## config.mk

```make
export PLATFORM = sky130hd
export DESIGN_NAME = scene_command_varint_encoder_unit
export DESIGN_NICKNAME = d
export VERILOG_FILES = /design/src/design/scvenc_pkg.sv /design/src/design/scvenc_ctrl.sv /design/src/design/scvenc_dp.sv /design/src/design/scene_command_varint_encoder_unit.sv
export SDC_FILE = /design/constraint.sdc
export NUM_CORES = 1
export LEC_CHECK = 0
export ABC_AREA = 1
export BUFFER_PORTS_ARGS = -buffer_cell sky130_fd_sc_hd__buf_2
export CAP_MARGIN = 10
export CORE_UTILIZATION = 50
export CTS_CLUSTER_DIAMETER = 30
export DETAILED_ROUTE_END_ITERATION = 8
export GPL_TIMING_DRIVEN = 0
export MAX_ROUTING_LAYER = met4
export PLACE_DENSITY = 0.74
export SLEW_MARGIN = 20
export SYNTH_ARGS = -nofsm -noshare
export SYNTH_HDL_FRONTEND = slang
export SYNTH_SLANG_ARGS = --single-unit
```

## constraint.sdc

```tcl
create_clock -name clk -period 4.9 [get_ports clk]
set_input_delay 0.735 -clock clk [delete_from_list [all_inputs] [get_ports clk]]
set_output_delay 0.735 -clock clk [all_outputs]
set_load 0.02 [all_outputs]
```

## src/design/scvenc_pkg.sv

```systemverilog
// Shared definitions for the scene command varint encoder.
// Command codes, opcode bytes, byte-select codes and controller/datapath structs.
// No dependencies.
package scvenc_pkg;

	// Input command kinds (s_tuser)
	localparam logic [1:0] CMD_TEXT_HDR  = 2'd0;
	localparam logic [1:0] CMD_TEXT_BYTE = 2'd1;
	localparam logic [1:0] CMD_FILL      = 2'd2;
	localparam logic [1:0] CMD_VIS       = 2'd3;

	// Stream constants
	localparam logic [7:0]  OP_TEXT   = 8'h30;
	localparam logic [7:0]  OP_FILL   = 8'h16;
	localparam logic [7:0]  OP_VIS    = 8'h14;
	localparam logic [7:0]  FLAG_FILL = 8'h01;
	localparam logic [7:0]  VAR_CONT  = 8'h80;
	localparam logic [6:0]  VAR_MASK  = 7'h7F;
	localparam logic [31:0] VAR_LIMIT = 32'h0000_0080;

	// Output byte source select
	localparam logic [2:0] SEL_OPCODE = 3'd0;
	localparam logic [2:0] SEL_NODE   = 3'd1;
	localparam logic [2:0] SEL_ARG    = 3'd2;
	localparam logic [2:0] SEL_FLAG   = 3'd3;
	localparam logic [2:0] SEL_RGBA   = 3'd4;
	localparam logic [2:0] SEL_VIS    = 3'd5;
	localparam logic [2:0] SEL_TEXT   = 3'd6;

	// Controller to datapath commands
	typedef struct packed {
		logic       load;
		logic       emit;
		logic [2:0] sel;
		logic       last;
		logic       shift_node;
		logic       shift_arg_r;
		logic       shift_arg_l;
		logic       cnt_inc;
		logic       text_dec;
	} dp_ctrl_t;

	// Datapath to controller status
	typedef struct packed {
		logic [1:0] cmd;
		logic       out_free;
		logic       node_more;
		logic       arg_more;
		logic       text_zero;
		logic       text_one;
		logic       cnt_last;
	} dp_stat_t;

endpackage

```

## src/design/scvenc_ctrl.sv

```systemverilog
// Controller state machine of the scene command varint encoder.
// Sequences the bytes of one command; depends on scvenc_pkg.
module scvenc_ctrl (
	input  logic                 clk,
	input  logic                 arst_n,
	input  logic                 in_valid,
	input  logic [1:0]           in_cmd,
	output logic                 in_ready,
	input  scvenc_pkg::dp_stat_t stat,
	output scvenc_pkg::dp_ctrl_t ctrl
);
	import scvenc_pkg::*;

	localparam logic [2:0] S_IDLE = 3'd0;
	localparam logic [2:0] S_OP   = 3'd1;
	localparam logic [2:0] S_NODE = 3'd2;
	localparam logic [2:0] S_ARG  = 3'd3;
	localparam logic [2:0] S_FLAG = 3'd4;
	localparam logic [2:0] S_RGBA = 3'd5;
	localparam logic [2:0] S_VIS  = 3'd6;
	localparam logic [2:0] S_TEXT = 3'd7;

	logic [2:0] state_q;
	logic [2:0] state_d;

	assign in_ready = (state_q == S_IDLE);

	// Next state and datapath commands
	always_comb begin
		state_d = state_q;
		ctrl    = '0;
		case (state_q)
			S_IDLE: begin
				if (in_valid) begin
					ctrl.load = 1'b1;
					if (in_cmd == CMD_TEXT_BYTE) begin
						// stray content byte is dropped
						state_d = stat.text_zero ? S_IDLE : S_TEXT;
					end else begin
						state_d = S_OP;
					end
				end
			end
			S_OP: begin
				ctrl.sel = SEL_OPCODE;
				if (stat.out_free) begin
					ctrl.emit = 1'b1;
					state_d   = S_NODE;
				end
			end
			S_NODE: begin
				ctrl.sel = SEL_NODE;
				if (stat.out_free) begin
					ctrl.emit       = 1'b1;
					ctrl.shift_node = 1'b1;
					if (!stat.node_more) begin
						case (stat.cmd)
							CMD_TEXT_HDR: state_d = S_ARG;
							CMD_FILL:     state_d = S_FLAG;
							default:      state_d = S_VIS;
						endcase
					end
				end
			end
			S_ARG: begin
				ctrl.sel  = SEL_ARG;
				// empty text ends on the last length byte
				ctrl.last = !stat.arg_more && stat.text_zero;
				if (stat.out_free) begin
					ctrl.emit        = 1'b1;
					ctrl.shift_arg_r = 1'b1;
					if (!stat.arg_more) begin
						state_d = S_IDLE;
					end
				end
			end
			S_FLAG: begin
				ctrl.sel = SEL_FLAG;
				if (stat.out_free) begin
					ctrl.emit = 1'b1;
					state_d   = S_RGBA;
				end
			end
			S_RGBA: begin
				ctrl.sel  = SEL_RGBA;
				ctrl.last = stat.cnt_last;
				if (stat.out_free) begin
					ctrl.emit        = 1'b1;
					ctrl.shift_arg_l = 1'b1;
					ctrl.cnt_inc     = 1'b1;
					if (stat.cnt_last) begin
						state_d = S_IDLE;
					end
				end
			end
			S_VIS: begin
				ctrl.sel  = SEL_VIS;
				ctrl.last = 1'b1;
				if (stat.out_free) begin
					ctrl.emit = 1'b1;
					state_d   = S_IDLE;
				end
			end
			S_TEXT: begin
				ctrl.sel  = SEL_TEXT;
				ctrl.last = stat.text_one;
				if (stat.out_free) begin
					ctrl.emit     = 1'b1;
					ctrl.text_dec = 1'b1;
					state_d       = S_IDLE;
				end
			end
			default: begin
				state_d = S_IDLE;
			end
		endcase
	end

	// State register
	always_ff @(posedge clk or negedge arst_n) begin
		if (!arst_n) begin
			state_q <= S_IDLE;
		end else begin
			state_q <= state_d;
		end
	end

endmodule

```

## src/design/scvenc_dp.sv

```systemverilog
// Datapath of the scene command varint encoder: command registers, varint
// shifters, text counter and output byte register; depends on scvenc_pkg.
module scvenc_dp (
	input  logic                 clk,
	input  logic                 arst_n,
	input  logic [1:0]           in_cmd,
	input  logic [31:0]          in_node,
	input  logic [31:0]          in_arg,
	input  logic [7:0]           in_tbyte,
	input  scvenc_pkg::dp_ctrl_t ctrl,
	output scvenc_pkg::dp_stat_t stat,
	output logic                 out_valid,
	input  logic                 out_ready,
	output logic [7:0]           out_byte,
	output logic                 out_last
);
	import scvenc_pkg::*;

	logic [1:0]  cmd_q;
	logic [31:0] node_q;
	logic [31:0] arg_q;
	logic [7:0]  tbyte_q;
	logic [1:0]  cnt_q;
	logic [31:0] text_rem_q;
	logic        valid_q;
	logic [7:0]  byte_q;
	logic        last_q;
	logic [7:0]  byte_d;
	logic [7:0]  opcode;

	// Status
	assign stat.cmd       = cmd_q;
	assign stat.out_free  = !valid_q || out_ready;
	assign stat.node_more = (node_q >= VAR_LIMIT);
	assign stat.arg_more  = (arg_q >= VAR_LIMIT);
	assign stat.text_zero = (text_rem_q == 32'd0);
	assign stat.text_one  = (text_rem_q == 32'd1);
	assign stat.cnt_last  = (cnt_q == 2'd3);

	// Opcode by command kind
	always_comb begin
		case (cmd_q)
			CMD_FILL: opcode = OP_FILL;
			CMD_VIS:  opcode = OP_VIS;
			default:  opcode = OP_TEXT;
		endcase
	end

	// Output byte select
	always_comb begin
		case (ctrl.sel)
			SEL_OPCODE: byte_d = opcode;
			SEL_NODE:   byte_d = {stat.node_more, node_q[6:0] & VAR_MASK};
			SEL_ARG:    byte_d = {stat.arg_more, arg_q[6:0] & VAR_MASK};
			SEL_FLAG:   byte_d = FLAG_FILL;
			SEL_RGBA:   byte_d = arg_q[31:24];
			SEL_VIS:    byte_d = {7'd0, arg_q[0]};
			SEL_TEXT:   byte_d = tbyte_q;
			default:    byte_d = 8'd0;
		endcase
	end

	// Command payload registers and shifters
	always_ff @(posedge clk) begin
		if (ctrl.load) begin
			cmd_q   <= in_cmd;
			node_q  <= in_node;
			arg_q   <= in_arg;
			tbyte_q <= in_tbyte;
		end else begin
			if (ctrl.shift_node) begin
				node_q <= node_q >> 7;
			end
			if (ctrl.shift_arg_r) begin
				arg_q <= arg_q >> 7;
			end else if (ctrl.shift_arg_l) begin
				arg_q <= arg_q << 8;
			end
		end
	end

	// RGBA byte counter and pending text count
	always_ff @(posedge clk or negedge arst_n) begin
		if (!arst_n) begin
			cnt_q      <= 2'd0;
			text_rem_q <= 32'd0;
		end else begin
			if (ctrl.load) begin
				cnt_q <= 2'd0;
			end else if (ctrl.cnt_inc) begin
				cnt_q <= cnt_q + 2'd1;
			end
			if (ctrl.load && (in_cmd != CMD_TEXT_BYTE)) begin
				text_rem_q <= (in_cmd == CMD_TEXT_HDR) ? in_arg : 32'd0;
			end else if (ctrl.text_dec) begin
				text_rem_q <= text_rem_q - 32'd1;
			end
		end
	end

	// Output register valid
	always_ff @(posedge clk or negedge arst_n) begin
		if (!arst_n) begin
			valid_q <= 1'b0;
		end else if (ctrl.emit) begin
			valid_q <= 1'b1;
		end else if (out_ready) begin
			valid_q <= 1'b0;
		end
	end

	// Output register payload
	always_ff @(posedge clk) begin
		if (ctrl.emit) begin
			byte_q <= byte_d;
			last_q <= ctrl.last;
		end
	end

	assign out_valid = valid_q;
	assign out_byte  = byte_q;
	assign out_last  = last_q;

endmodule

```

## src/design/scene_command_varint_encoder_unit.sv

```systemverilog
// Top level of the scene command varint encoder.
// Instantiates scvenc_ctrl and scvenc_dp; depends on scvenc_pkg.
//
// Serializes scene commands into a byte stream, one byte per output transfer,
// with m_tlast on the final byte of each complete command. Node ids and text
// lengths go out as unsigned LEB128 varints (1 to 5 bytes each). The block
// takes one input transfer and then emits its bytes one per cycle, while the
// output is not stalled, from a single output byte register. A content byte
// with no text pending is dropped. s_tready is low while a command's bytes
// are being produced; the last byte may still wait in the output register
// while the next item is taken.
module scene_command_varint_encoder_unit (
	input  logic        clk,
	input  logic        arst_n,
	input  logic        s_tvalid,
	output logic        s_tready,
	input  logic [71:0] s_tdata,  // [31:0] node_id, [63:32] arg, [71:64] text_byte
	input  logic [1:0]  s_tuser,  // [1:0] cmd
	output logic        m_tvalid,
	input  logic        m_tready,
	output logic [7:0]  m_tdata,  // [7:0] out_byte
	output logic        m_tlast
);
	import scvenc_pkg::*;

	dp_ctrl_t ctrl;
	dp_stat_t stat;

	scvenc_ctrl u_ctrl (
		.clk      (clk),
		.arst_n   (arst_n),
		.in_valid (s_tvalid),
		.in_cmd   (s_tuser),
		.in_ready (s_tready),
		.stat     (stat),
		.ctrl     (ctrl)
	);

	scvenc_dp u_dp (
		.clk       (clk),
		.arst_n    (arst_n),
		.in_cmd    (s_tuser),
		.in_node   (s_tdata[31:0]),
		.in_arg    (s_tdata[63:32]),
		.in_tbyte  (s_tdata[71:64]),
		.ctrl      (ctrl),
		.stat      (stat),
		.out_valid (m_tvalid),
		.out_ready (m_tready),
		.out_byte  (m_tdata),
		.out_last  (m_tlast)
	);

	// A byte is never written over one still waiting
	a_emit_free: assert property (@(posedge clk) disable iff (!arst_n)
		ctrl.emit |-> (!m_tvalid || m_tready))
		else $error("byte emitted into occupied output register");

	// Content bytes are only sent while text is pending
	a_text_pending: assert property (@(posedge clk) disable iff (!arst_n)
		ctrl.text_dec |-> !stat.text_zero)
		else $error("text byte sent with no text pending");

	// Every non-content command produces bytes, so the input goes busy
	a_cmd_busy: assert property (@(posedge clk) disable iff (!arst_n)
		(s_tvalid && s_tready && (s_tuser != CMD_TEXT_BYTE)) |=> !s_tready)
		else $error("command accepted without going busy");

endmodule

```

==> results.md, run 1 <==
* Outcome: completed
* CTS tree: built
* PD cells at 638 mW/mm^2
* Simple-gate share of the synthesized area at 0.288
* Leakage power total at 3.69 nW
* Yosys warns at 0
* Crit Reg-Reg Endpoint: u_dp.arg_q[20]
* Slew headroom at 0.381
* Nets at 1051
* EDFF count, synth at 83
* Post-synthesis cell type count at 43
* Final hold vios at 0
* Reg2Reg Setup Slack at 2560 ps
* Final core occ at 0.613
* PostCTS Resize Cnt at 0
* Hold-fix buffers at CTS at 0
* TNS Setup at 0 ps
* Die Y at 119 um
* Skew-Pair Late Insertion Delay at 420 ps
* Post-DP HPWL at 14700 um
* I/O Pins at 89
* Worst EP arrival at 2380 ps
* Post-DR vias/cell at 5.42
* XOR/XNOR Fraction of Synth Area at 0.00640
* Top_reg_cell synth: edfxtp_1
* Post-Syn Nets at 943
* Unrepaired setup endpoints after global routing: false
* Initial core utilization at 0.515
* Routed WL at 19700 um
* Initial antenna violation count at 0
* Synth top area cells: edfxtp_1 (36%), dfrtp_1 (14%), nand2_1 (13%)
* Tcrit/Tclk final at 0.477
* Worst Setup End Kind: register
* Clock tree buffer depth at 2
* Drt wl/cell at 17.0 um
* Crit path kind: reg -> reg
* Htree depth at 4
* Synth Instances at 862
* Max Fanout on Critical Path at 32
* Total GRT Usage at 0.305
* Vias in the first global route at 5939
* Global-route wire length before repair at 31500 um
* Remaining Overflow, GRT at 0
* Antenna Cells at 0
* TritonCTS Buffers at 17
* Final ANT Viol Nets at 0
* Initial drt markers at 802
* Rows at 42
* Die Wd at 119 um
* Core ar. at 0.0133 mm^2
* Layout overhead on the synthesized area at 19.1%
* CP Launch Type: register
* Final setup violating endpoints at 0
* DRC Markers at 0
* Synth top area share at 0.364
* Die area at 0.0142 mm^2
* Share of the yosys chip area belonging to registers at 0.503
* Crit path required time at 4940 ps
* Ys async rst share at 0.314
* Worst reg2reg path depth at 7
* CTS root buffer: clkbuf_16
* Via count at 6272
* Synth cell count leaders: nand2_1 (239), nor2_1 (150), edfxtp_1 (83)
* Post-CTS setup buffers at 0
* Clock skew at 7.77 ps
* Fraction of layout cells with a size suffix above 1 at 0.179
* Flops & latches, synth at 121
* Post-Syn Area per Cell at 7.94 um^2
* Max-slew violation count at 0
* Final worst path period need at 2340 ps
* Max_cap viols at 0
* Most frequent cell after synthesis: nand2_1
* Pin count of the biggest net entering global routing at 39
* Post-synthesis adder-cell area fraction at 0.00548
* Mapped Area at 0.00684 mm^2
* Pre-antenna DRT Iters at 8
* Total clock sinks at 121
* Synth Area in Compound Gates at 0.115
* Multiplexer share of the synthesized area at 0.00165
* Final RePlAce weighted congestion at 0.948
* Clock transition at the registers of the reported paths at 50 ps
* Worst VDD drop at 0.296 mV
* Largest area contributor in the netlist: edfxtp_1
* Fmax at 428 MHz
* PortBufs at 88
* Hold Crit Class: in -> async
* Worst r2r src: u_ctrl.state_q[1]
* Worst slew pin tran at 929 ps
* Largest family of logic cells by synthesized area: simple AND/OR/NAND/NOR gates
## flip-flops by register name, indices dropped and copies added (netlist names)
signal	count
u_ctrl.state_q	3
u_dp.arg_q	32
u_dp.cmd_q	2
u_dp.cnt_q	2
u_dp.node_q	32
u_dp.out_byte	8
u_dp.out_last	1
u_dp.out_valid	1
u_dp.tbyte_q	8
u_dp.text_rem_q	32
## layout by cell type, fill, tap and decap left out, types with 2 or more instances in the layout
cell	count
a22oi_1	12
o21ai_0	43
clkinvlp_4	4
nand2_1	238
inv_1	81
nor2_1	150
nor3_1	21
nand3_1	35
o2111ai_1	3
clkbuf_1	4
ha_1	3
bufinv_16	4
nor2_4	5
o22ai_1	9
a31oi_1	5
clkbuf_16	17
buf_6	7
xnor2_1	3
or2_2	2
nand4_1	8
o211ai_1	9
dfrtp_1	38
buf_4	3
edfxtp_1	83
o21ai_1	22
nor2_2	4
a21oi_1	27
xor2_1	2
o21bai_1	2
nand2_4	3
nand2_2	3
buf_2	107
inv_2	4
clkinv_2	6
## critical path, cell delays in order (launching register included)
cell      delay [ps]
dfrtp_1          500
nand2_4          120
nor2_8           170
inv_2             70
nor2_4           130
inv_2             60
clkbuf_1         230
nand2_2          650
## per-layer routing
layer	vias up	part of all wire	track usage
li1	3056	-	-
met1	2864	0.44	0.414
met2	318	0.44	0.459
met3	34	0.094	0.0704
met4	0	0.022	0.0854
met5	-	0	-
## through the flow
stage / cells / total power [mW] / setup slack [ps] / area (um^2) / hold slack [ps]
after CTS: 1158 / 5.18 / 2600 / 8150 / 481
after global placement: 1126 / 3.81 / 355 / 7500 / 492
after detailed placement: 1127 / 3.87 / 2190 / 7550 / 501
after global routing: 1158 / 5.53 / 2470 / 8150 / 490
after floorplan: 862 / 3.26 / 1350 / 6840 / 439
final: 1158 / 5.20 / 2560 / 8150 / 460
## cells by family after synthesis
family,count (synthesis)
and+or+nand+nor,473
AOI/OAI and AO/OA,137
buffers and inverters,122
DFF,121
xor gates and xnor gates,5
adders and majority gates,3
muxes,1
## worst max-delay path by stage
stage | startpoint | to | slack (ps) | cells after the start
final | u_ctrl.state_q[1] | u_dp.arg_q[20] | 2560 | 7
after global routing | u_ctrl.state_q[1] | u_dp.arg_q[18] | 2470 | 7
after CTS | u_ctrl.state_q[1] | u_dp.arg_q[15] | 2600 | 7
after detailed placement | m_tready | u_dp.arg_q[18] | 2190 | 6
after global placement | m_tready | u_dp.node_q[27] | 360 | 3
after floorplan | m_tready | u_dp.node_q[0] | 1350 | 2
## layout make-up
cell class                 instances  area (um^2)
fill                            1203         5140
sequential                       121         3440
multi-input combinational        619         2870
timing repair buffer              89          468
clock buffer                      18          429
inverter                          88          333
tap                              176          220
buffer                            34          216
clock inverter                    13          179
## power breakdown
group	leakage, nW	switching, mW	internal, mW
registers	1.25	0.335	1.70
logic	2.16	1.25	0.619
clock network	0.288	0.457	0.843
Note: power is estimated with default switching activity, not from simulation.
==> run 2, diff against run 1 <==
Settings changed: ABC_AREA 1 to 0, PLACE_DENSITY 0.74 to 0.77.
Clock period 4.9 ns to 1.9 ns, I/O delays scaled along.
==> run 2 against run 1 <==
  * The flow now finishes with violations (setup timing)
  * Fmax increased by 3.5%
  * Die area fell by 5.0%
  * Clock-buffer cell count is 2 higher
  * Cell count fell by 18%
  * Sequential share of layout area shrank 3.2 points
  * Highest routed layer unchanged
  * Register-to-register slack got worse by 2900 ps
  * Global-route usage rose by 4.1 points
  * Power grew to 2.9 times the previous value
==> results.md, run 2 <==
* Outcome: finished with violations
* Violated checks: setup timing
* Remaining Overflow, GRT at 0 (unchanged)
* DRC Markers at 0 (unchanged)
* Dpl ws at -642 ps (-2830 ps)
* Post-Syn Area per Cell at 10.7 um^2 (+35%)
* Finished Layout Cells at 954 (-18%)
* Fillers at 918 (-24%)
* CP startpoint: u_dp.text_rem_q[13]
* Clock tree buffer depth at 2 (unchanged)
* Vias in the first global route at 6007 (+1.1%)
* Final RePlAce weighted congestion at 0.964 (+1.7%)
* Most frequent cell after synthesis: edfxtp_1
* Total clock sinks at 121 (unchanged)
* Layout overhead on the synthesized area at 36.1%
* Initial core utilization at 0.515 (about the same)
* Clock skew at 8.07 ps (+0.301 ps)
* Synth cell count leaders: edfxtp_1 (83), nand2_1 (49), a21oi_1 (44)
* Die area at 0.0135 mm^2 (-5.0%)
* Slowest-stage cell, CP: or4_4
* Hold Crit Class: in -> async
* Crit path kind: reg -> reg
* Htree depth at 4 (unchanged)
* Global-route wire length before repair at 32600 um (+3.7%)
* Die Wd at 116 um (-2.5%)
* Final setup violating endpoints at 20 (+20)
* Share of the yosys chip area belonging to registers at 0.530 (+0.0269)
* TritonCTS Buffers at 17 (unchanged)
* Unrepaired setup endpoints after global routing: true
* CP cell instances: or4_4 > or3_4 > buf_6 > or3_4 > o311ai_2 > nand3_1
* Registers with the most flip-flops: u_dp.arg_q (32), u_dp.node_q (32), u_dp.text_rem_q (32)
* Crit path required time at 2190 ps (-2750 ps)
* PD cells at 1700 mW/mm^2 (+170%)
* Worst r2r src: u_dp.text_rem_q[13]
* Total Power at 15.0 mW (+190%)
* Final hold vios at 0 (unchanged)
* Register area at 0.00345 mm^2 (+0.29%)
* Synth top area share at 0.384 (+0.0195)
* Crit path top cell by count: or3_4
* Flops & latches, synth at 121 (unchanged)
* Ys async rst share at 0.314 (unchanged)
* Post-DR vias/cell at 6.48 (+20%)
* Max-slew violation count at 0 (unchanged)
* Die Y at 116 um (-2.5%)
* Most frequent cells in the layout: buf_2 (89), edfxtp_1 (83), buf_4 (52)
* Worst slew pin tran at 950 ps (+20.8 ps)
* TNS Setup at -5670 ps (-5670 ps)
* Tcrit/Tclk final at 1.19 (+0.712)
* Initial antenna violation count at 0 (unchanged)
* Top_reg_cell synth: edfxtp_1
* Total GRT Usage at 0.346 (+0.0407)
* Final worst path period need at 2260 ps (-78.8 ps)
* I/O Pins at 89 (unchanged)
* Drt wl/cell at 22.6 um (+33%)
* Fraction of layout cells with a size suffix above 1 at 0.390 (+0.211)
* Final worst slack at -359 ps (-2920 ps)
* Mapped Area at 0.00650 mm^2 (-5.1%)
* Worst VDD drop at 0.871 mV (+190%)
* Worst EP arrival at 2550 ps (+170 ps)
* Rows at 41 (-2.4%)
* Largest area contributor in the netlist: edfxtp_1
* Yosys warns at 0 (unchanged)
* Multiplexer share of the synthesized area at 0.0824 (+0.0808)
* Via count at 6185 (-1.4%)
* Routed WL at 21600 um (+9.6%)
* Antenna Cells at 0 (unchanged)
* Most common cell after layout, fill and taps aside: buf_2
* Post-DP Area at 0.00731 mm^2 (-3.1%)
* Final Cell Area at 0.00884 mm^2 (+8.4%)
* Synth top area cells: edfxtp_1 (38%), dfrtp_1 (15%), mux2_2 (4.9%)
* EDFF count, synth at 83 (unchanged)
* XOR/XNOR Fraction of Synth Area at 0.00404 (-0.00235)
* Pre-antenna DRT Iters at 5 (-3)
* Post-synthesis adder-cell area fraction at 0.00578 (+0.000294)
* Slew headroom at 0.367 (-0.0139)
* Post-DP HPWL at 14100 um (-3.7%)
* Area of the multi-input gates at 0.00332 mm^2 (+16%)
* Leakage power total at 3.60 nW (-2.6%)
* PortBufs at 88 (unchanged)
* Synth Instances at 608 (-29%)
* Max_cap viols at 0 (unchanged)
* Worst reg2reg path depth at 6 (-1)
* CP Launch Type: register
* Nets at 850 (-19%)
* Fmax at 443 MHz (+3.5%)
* Pin count of the biggest net entering global routing at 39 (unchanged)
* Max Fanout on Critical Path at 5 (-84%)
* CTS root buffer: clkbuf_16
* Initial drt markers at 585 (-27%)
* Worst Setup End Kind: register
* Largest family of logic cells by synthesized area: compound AO/OA/AOI/OAI gates
* Core ar. at 0.0126 mm^2 (-5.1%)
* Slowest cell delay on critical path at 530 ps (-120 ps)
* Synth Area in Compound Gates at 0.175 (+0.0599)
* Post-Syn Nets at 689 (-27%)
* CTS tree: built
* Skew-Pair Late Insertion Delay at 420 ps (about the same)
* Final ANT Viol Nets at 0 (unchanged)
* Clock transition at the registers of the reported paths at 60 ps (about the same)
* Post-synthesis cell type count at 68 (+58%)
* Placed cell count at 868 (-23%)
* Simple-gate share of the synthesized area at 0.172 (-0.116)
## run 2: worst paths after layout
check,endpoint,slack (ps)
hold reg to reg,u_dp.cnt_q[1],520
setup reg to reg,u_dp.text_rem_q[30],-360
setup / recovery,u_dp.text_rem_q[30],-360
min in group clk,u_dp.tbyte_q[3],50
hold / removal,u_dp.text_rem_q[29],10
max in group asynchronous,u_dp.text_rem_q[8],1220
## run 2: kinds of logic after synthesis
| kind of cell | Yosys count |
|---|---|
| flip-flops | 121 |
| buffers and inverters | 49 |
| adder cells (fa/ha/maj) | 3 |
| multiplexers | 50 |
| AO/OA/AOI/OAI | 171 |
| XOR/XNOR | 3 |
| AND/OR/NAND/NOR | 211 |
## run 2: stage by stage
step                       util  hold WS (ps)
final                     0.701          12.9
after CTS                 0.673          19.9
after floorplan               -         -10.6
after global routing      0.701          28.1
after global placement    0.579           465
after detailed placement  0.579           456
## run 2: cell type report
| cell class | count | share of cell area |
|---|---|---|
| sequential | 121 | 0.391 |
| inverter | 10 | 0.00453 |
| timing repair buffer | 143 | 0.107 |
| buffer | 35 | 0.0369 |
| clock inverter | 12 | 0.0122 |
| tap | 172 | 0.0243 |
| clock buffer | 20 | 0.0494 |
| multi-input combinational | 441 | 0.375 |
## run 2: report_power, final
| part | switching [mW] | internal (mW) | total [mW] |
|---|---|---|---|
| clock network | 1.13 | 1.89 | 3.02 |
| logic | 3.65 | 3.12 | 6.77 |
| registers | 0.946 | 4.27 | 5.21 |
## run 2: worst max-delay path: cells and delay by family (launching register included)
family / cells / cell delay [ps]
AO/OA/AOI/OAI: 1 / 240
flip-flops: 1 / 400
AND/OR/NAND/NOR: 4 / 1360
buffers and inverters: 1 / 140
## run 2: metal layers
layer / global-route usage / vias up / wire length [um]
met2: 0.510 / 436 / 10100
met1: 0.438 / 2985 / 8280
met3: 0.0962 / 71 / 2350
met5: - / - / 0
met4: 0.170 / 0 / 876
li1: - / 2693 / -
## run 2: timing repair
action	in CTS	in global routing
endpoints found under the setup margin	166	151
pin swaps	21	16
cloned	6	0
gates resized for setup	91	60
buffers inserted	32	20
hold buffers	0	0
==> run 3, diff against run 2 <==
Settings changed: SETUP_SLACK_MARGIN set to 0.3.
==> run 3 against run 2 <==
  * The flow finishes with violations (hold timing, setup timing)
  * Fmax fell by 5.2%
  * Worst setup slack got worse by 120 ps
  * Critical path type unchanged
  * Largest power group unchanged
  * Global-route usage rose by 4.4 points
  * Non-clock buffer count rose by 45
==> results.md, run 3 (synthesized netlist as in run 2, its figures left out) <==
* Outcome: finished with violations
* Violated checks: hold timing, setup timing
* Max_cap viols at 0 (unchanged)
* Routed WL at 29000 um (+34%)
* Final worst path period need at 2380 ps (+123 ps)
* Crit path capture: u_ctrl.state_q[0]
* Final setup violating endpoints at 172 (+760%)
* Tcrit/Tclk final at 1.25 (+0.0648)
* Nets at 896 (+5.4%)
* TritonCTS Buffers at 17 (unchanged)
* Final ANT Viol Nets at 0 (unchanged)
* Worst EP arrival at 2700 ps (+150 ps)
* Unrepaired setup endpoints after global routing: true
* Layout overhead on the synthesized area at 59.8%
* Most frequent cells in the layout: buf_2 (89), edfxtp_1 (83), buf_4 (44)
* Clock skew at 15.7 ps (+7.59 ps)
* Vias in the first global route at 6425 (+7.0%)
* Placed cell count at 868 (unchanged)
* Worst Setup End Kind: register
* CP bufs+invs at 2 (+1)
* Remaining Overflow, GRT at 0 (unchanged)
* Post-DP HPWL at 14300 um (+1.0%)
* Pin count of the biggest net entering global routing at 39 (unchanged)
* Most common cell after layout, fill and taps aside: buf_2
* Max-slew violation count at 0 (unchanged)
* Final RePlAce weighted congestion at 0.989 (+2.6%)
* CP cell instances: or4_4 > or3_4 > buf_6 > buf_4 > o21ai_2 > o211ai_1 > a32o_1
* CTS root buffer: clkbuf_16
* Die Y at 116 um (unchanged)
* CTS tree: built
* Drt wl/cell at 28.9 um (+28%)
* Global-route wire length before repair at 36700 um (+12%)
* Worst r2r src: u_dp.text_rem_q[14]
* TNS Setup at -21680 ps (-16010 ps)
* Final core occ at 0.823 (+0.122)
* Pre-antenna DRT Iters at 8 (+3)
* Htree depth at 4 (unchanged)
* Total GRT Usage at 0.389 (+0.0438)
* Finished Layout Cells at 1001 (+4.9%)
* Worst reg2reg path depth at 7 (+1)
* Worst VDD drop at 1.00 mV (+15%)
* Slew headroom at 0.372 (+0.00519)
* Via count at 7191 (+16%)
* Levels on crit path at 7 (+1)
* Post-DR vias/cell at 7.18 (+11%)
* Die area at 0.0135 mm^2 (unchanged)
* Max Fanout on Critical Path at 10 (+5)
* Registers with the most flip-flops: u_dp.arg_q (32), u_dp.node_q (32), u_dp.text_rem_q (32)
* Slowest-stage cell, CP: or4_4
* Clock tree buffer depth at 2 (unchanged)
* Clock transition at the registers of the reported paths at 70 ps (about the same)
* Rows at 41 (unchanged)
* Crit Reg-Reg Endpoint: u_ctrl.state_q[0]
* PD cells at 1650 mW/mm^2 (-2.5%)
* CP startpoint: u_dp.text_rem_q[14]
* CP Launch Type: register
* Initial antenna violation count at 0 (unchanged)
* Leakage power total at 4.27 nW (+19%)
* Final hold vios at 5 (+5)
* Initial core utilization at 0.515 (unchanged)
* Total clock sinks at 121 (unchanged)
* DRC Markers at 0 (unchanged)
* Skew-Pair Late Insertion Delay at 440 ps (+20 ps)
* Reg2Reg Setup Slack at -480 ps (-120 ps)
* I/O Pins at 89 (unchanged)
* PortBufs at 88 (unchanged)
* CP delay by family, top: simple AND/OR/NAND/NOR gates
* Crit path required time at 2210 ps (+20 ps)
* Initial drt markers at 1356 (+130%)
* Crit path kind: reg -> reg
* Slowest cell delay on critical path at 550 ps (+20 ps)
* Die Wd at 116 um (unchanged)
* Worst slew pin tran at 942 ps (-7.78 ps)
* Fraction of layout cells with a size suffix above 1 at 0.523 (+0.133)
* Fmax at 420 MHz (-5.2%)
* Hold Crit Class: in -> async
* Smallest hold slack at -8.90 ps (-21.8 ps)
* Final worst slack at -482 ps (-123 ps)
* Core ar. at 0.0126 mm^2 (unchanged)
-- run 3: cell count changes in the layout (fill, tap and decap cells not counted), moves of 10 or more --
cell,previous run,this run
o21ai_2,2,17
clkbuf_16,19,31
mux2_4,5,26
buf_12,3,14
nand2_1,47,24
o21ai_0,35,10
nand2_4,1,14
buf_8,3,20
buf_6,9,26
mux2_2,23,2
o21ai_1,5,15
-- run 3: layer usage --
metal  wire length, um  up-vias  track usage
met1              9940     3395        0.481
met4              2220        0        0.194
met5                 0        -            -
met2             12700      775        0.583
li1                  -     2786            -
met3              4070      235        0.115
-- run 3: repair_timing --
action / 4_1_cts / 5_1_grt
setup endpoints to repair: 192 / 194
buffers inserted: 67 / 17
pin swaps: 63 / 51
hold buffers: 0 / 0
cloned: 13 / 3
gates resized for setup: 197 / 116
-- run 3: how the worst min path moves through the flow --
stage / start / to / slack, ps / depth (start not counted)
finish: arst_n / u_dp.text_rem_q[3] / -9 / 1
global route: s_tdata[69] / u_dp.tbyte_q[5] / 10 / 1
CTS: arst_n / u_dp.text_rem_q[31] / 20 / 1
detailed placement: arst_n / u_dp.text_rem_q[31] / 460 / 1
global placement: arst_n / u_dp.text_rem_q[30] / 460 / 1
floorplan: arst_n / u_ctrl.state_q[0] / -10 / 0
-- run 3: worst register-to-register path, stage by stage, from the launching register on --
cell	delay (ps)
dfrtp_1	390
or4_4	550
or3_4	340
buf_6	140
buf_4	210
o21ai_2	200
o211ai_1	140
a32o_1	290
-- run 3: area by class of cell --
cell class / instances / area (um^2)
diodes: 1 / 2.50
flip-flops and latches: 121 / 3440
multi-input cells: 442 / 3890
plain buffers: 39 / 618
repair buffers: 184 / 1600
clock inverters: 12 / 126
inverters: 10 / 43.8
fillers: 608 / 2240
well taps: 172 / 215
clock buffers: 20 / 437
-- run 3: through the flow --
step	power, mW	setup slack, ps	hold WS, ps	instance area (um^2)
after floorplan	8.66	-248	-10.6	6930
after global placement	9.94	-667	463	7590
after detailed placement	10.1	-739	461	7590
after CTS	15.1	-393	21.5	9720
after global routing	17.5	-489	12.4	10400
final	17.2	-482	-8.90	10400
-- run 3: report_power, final --
part	switching (mW)	internal [mW]	leakage, nW
Combinational	4.68	3.95	2.75
Sequential	1.08	4.26	1.26
Clock	1.30	1.92	0.264
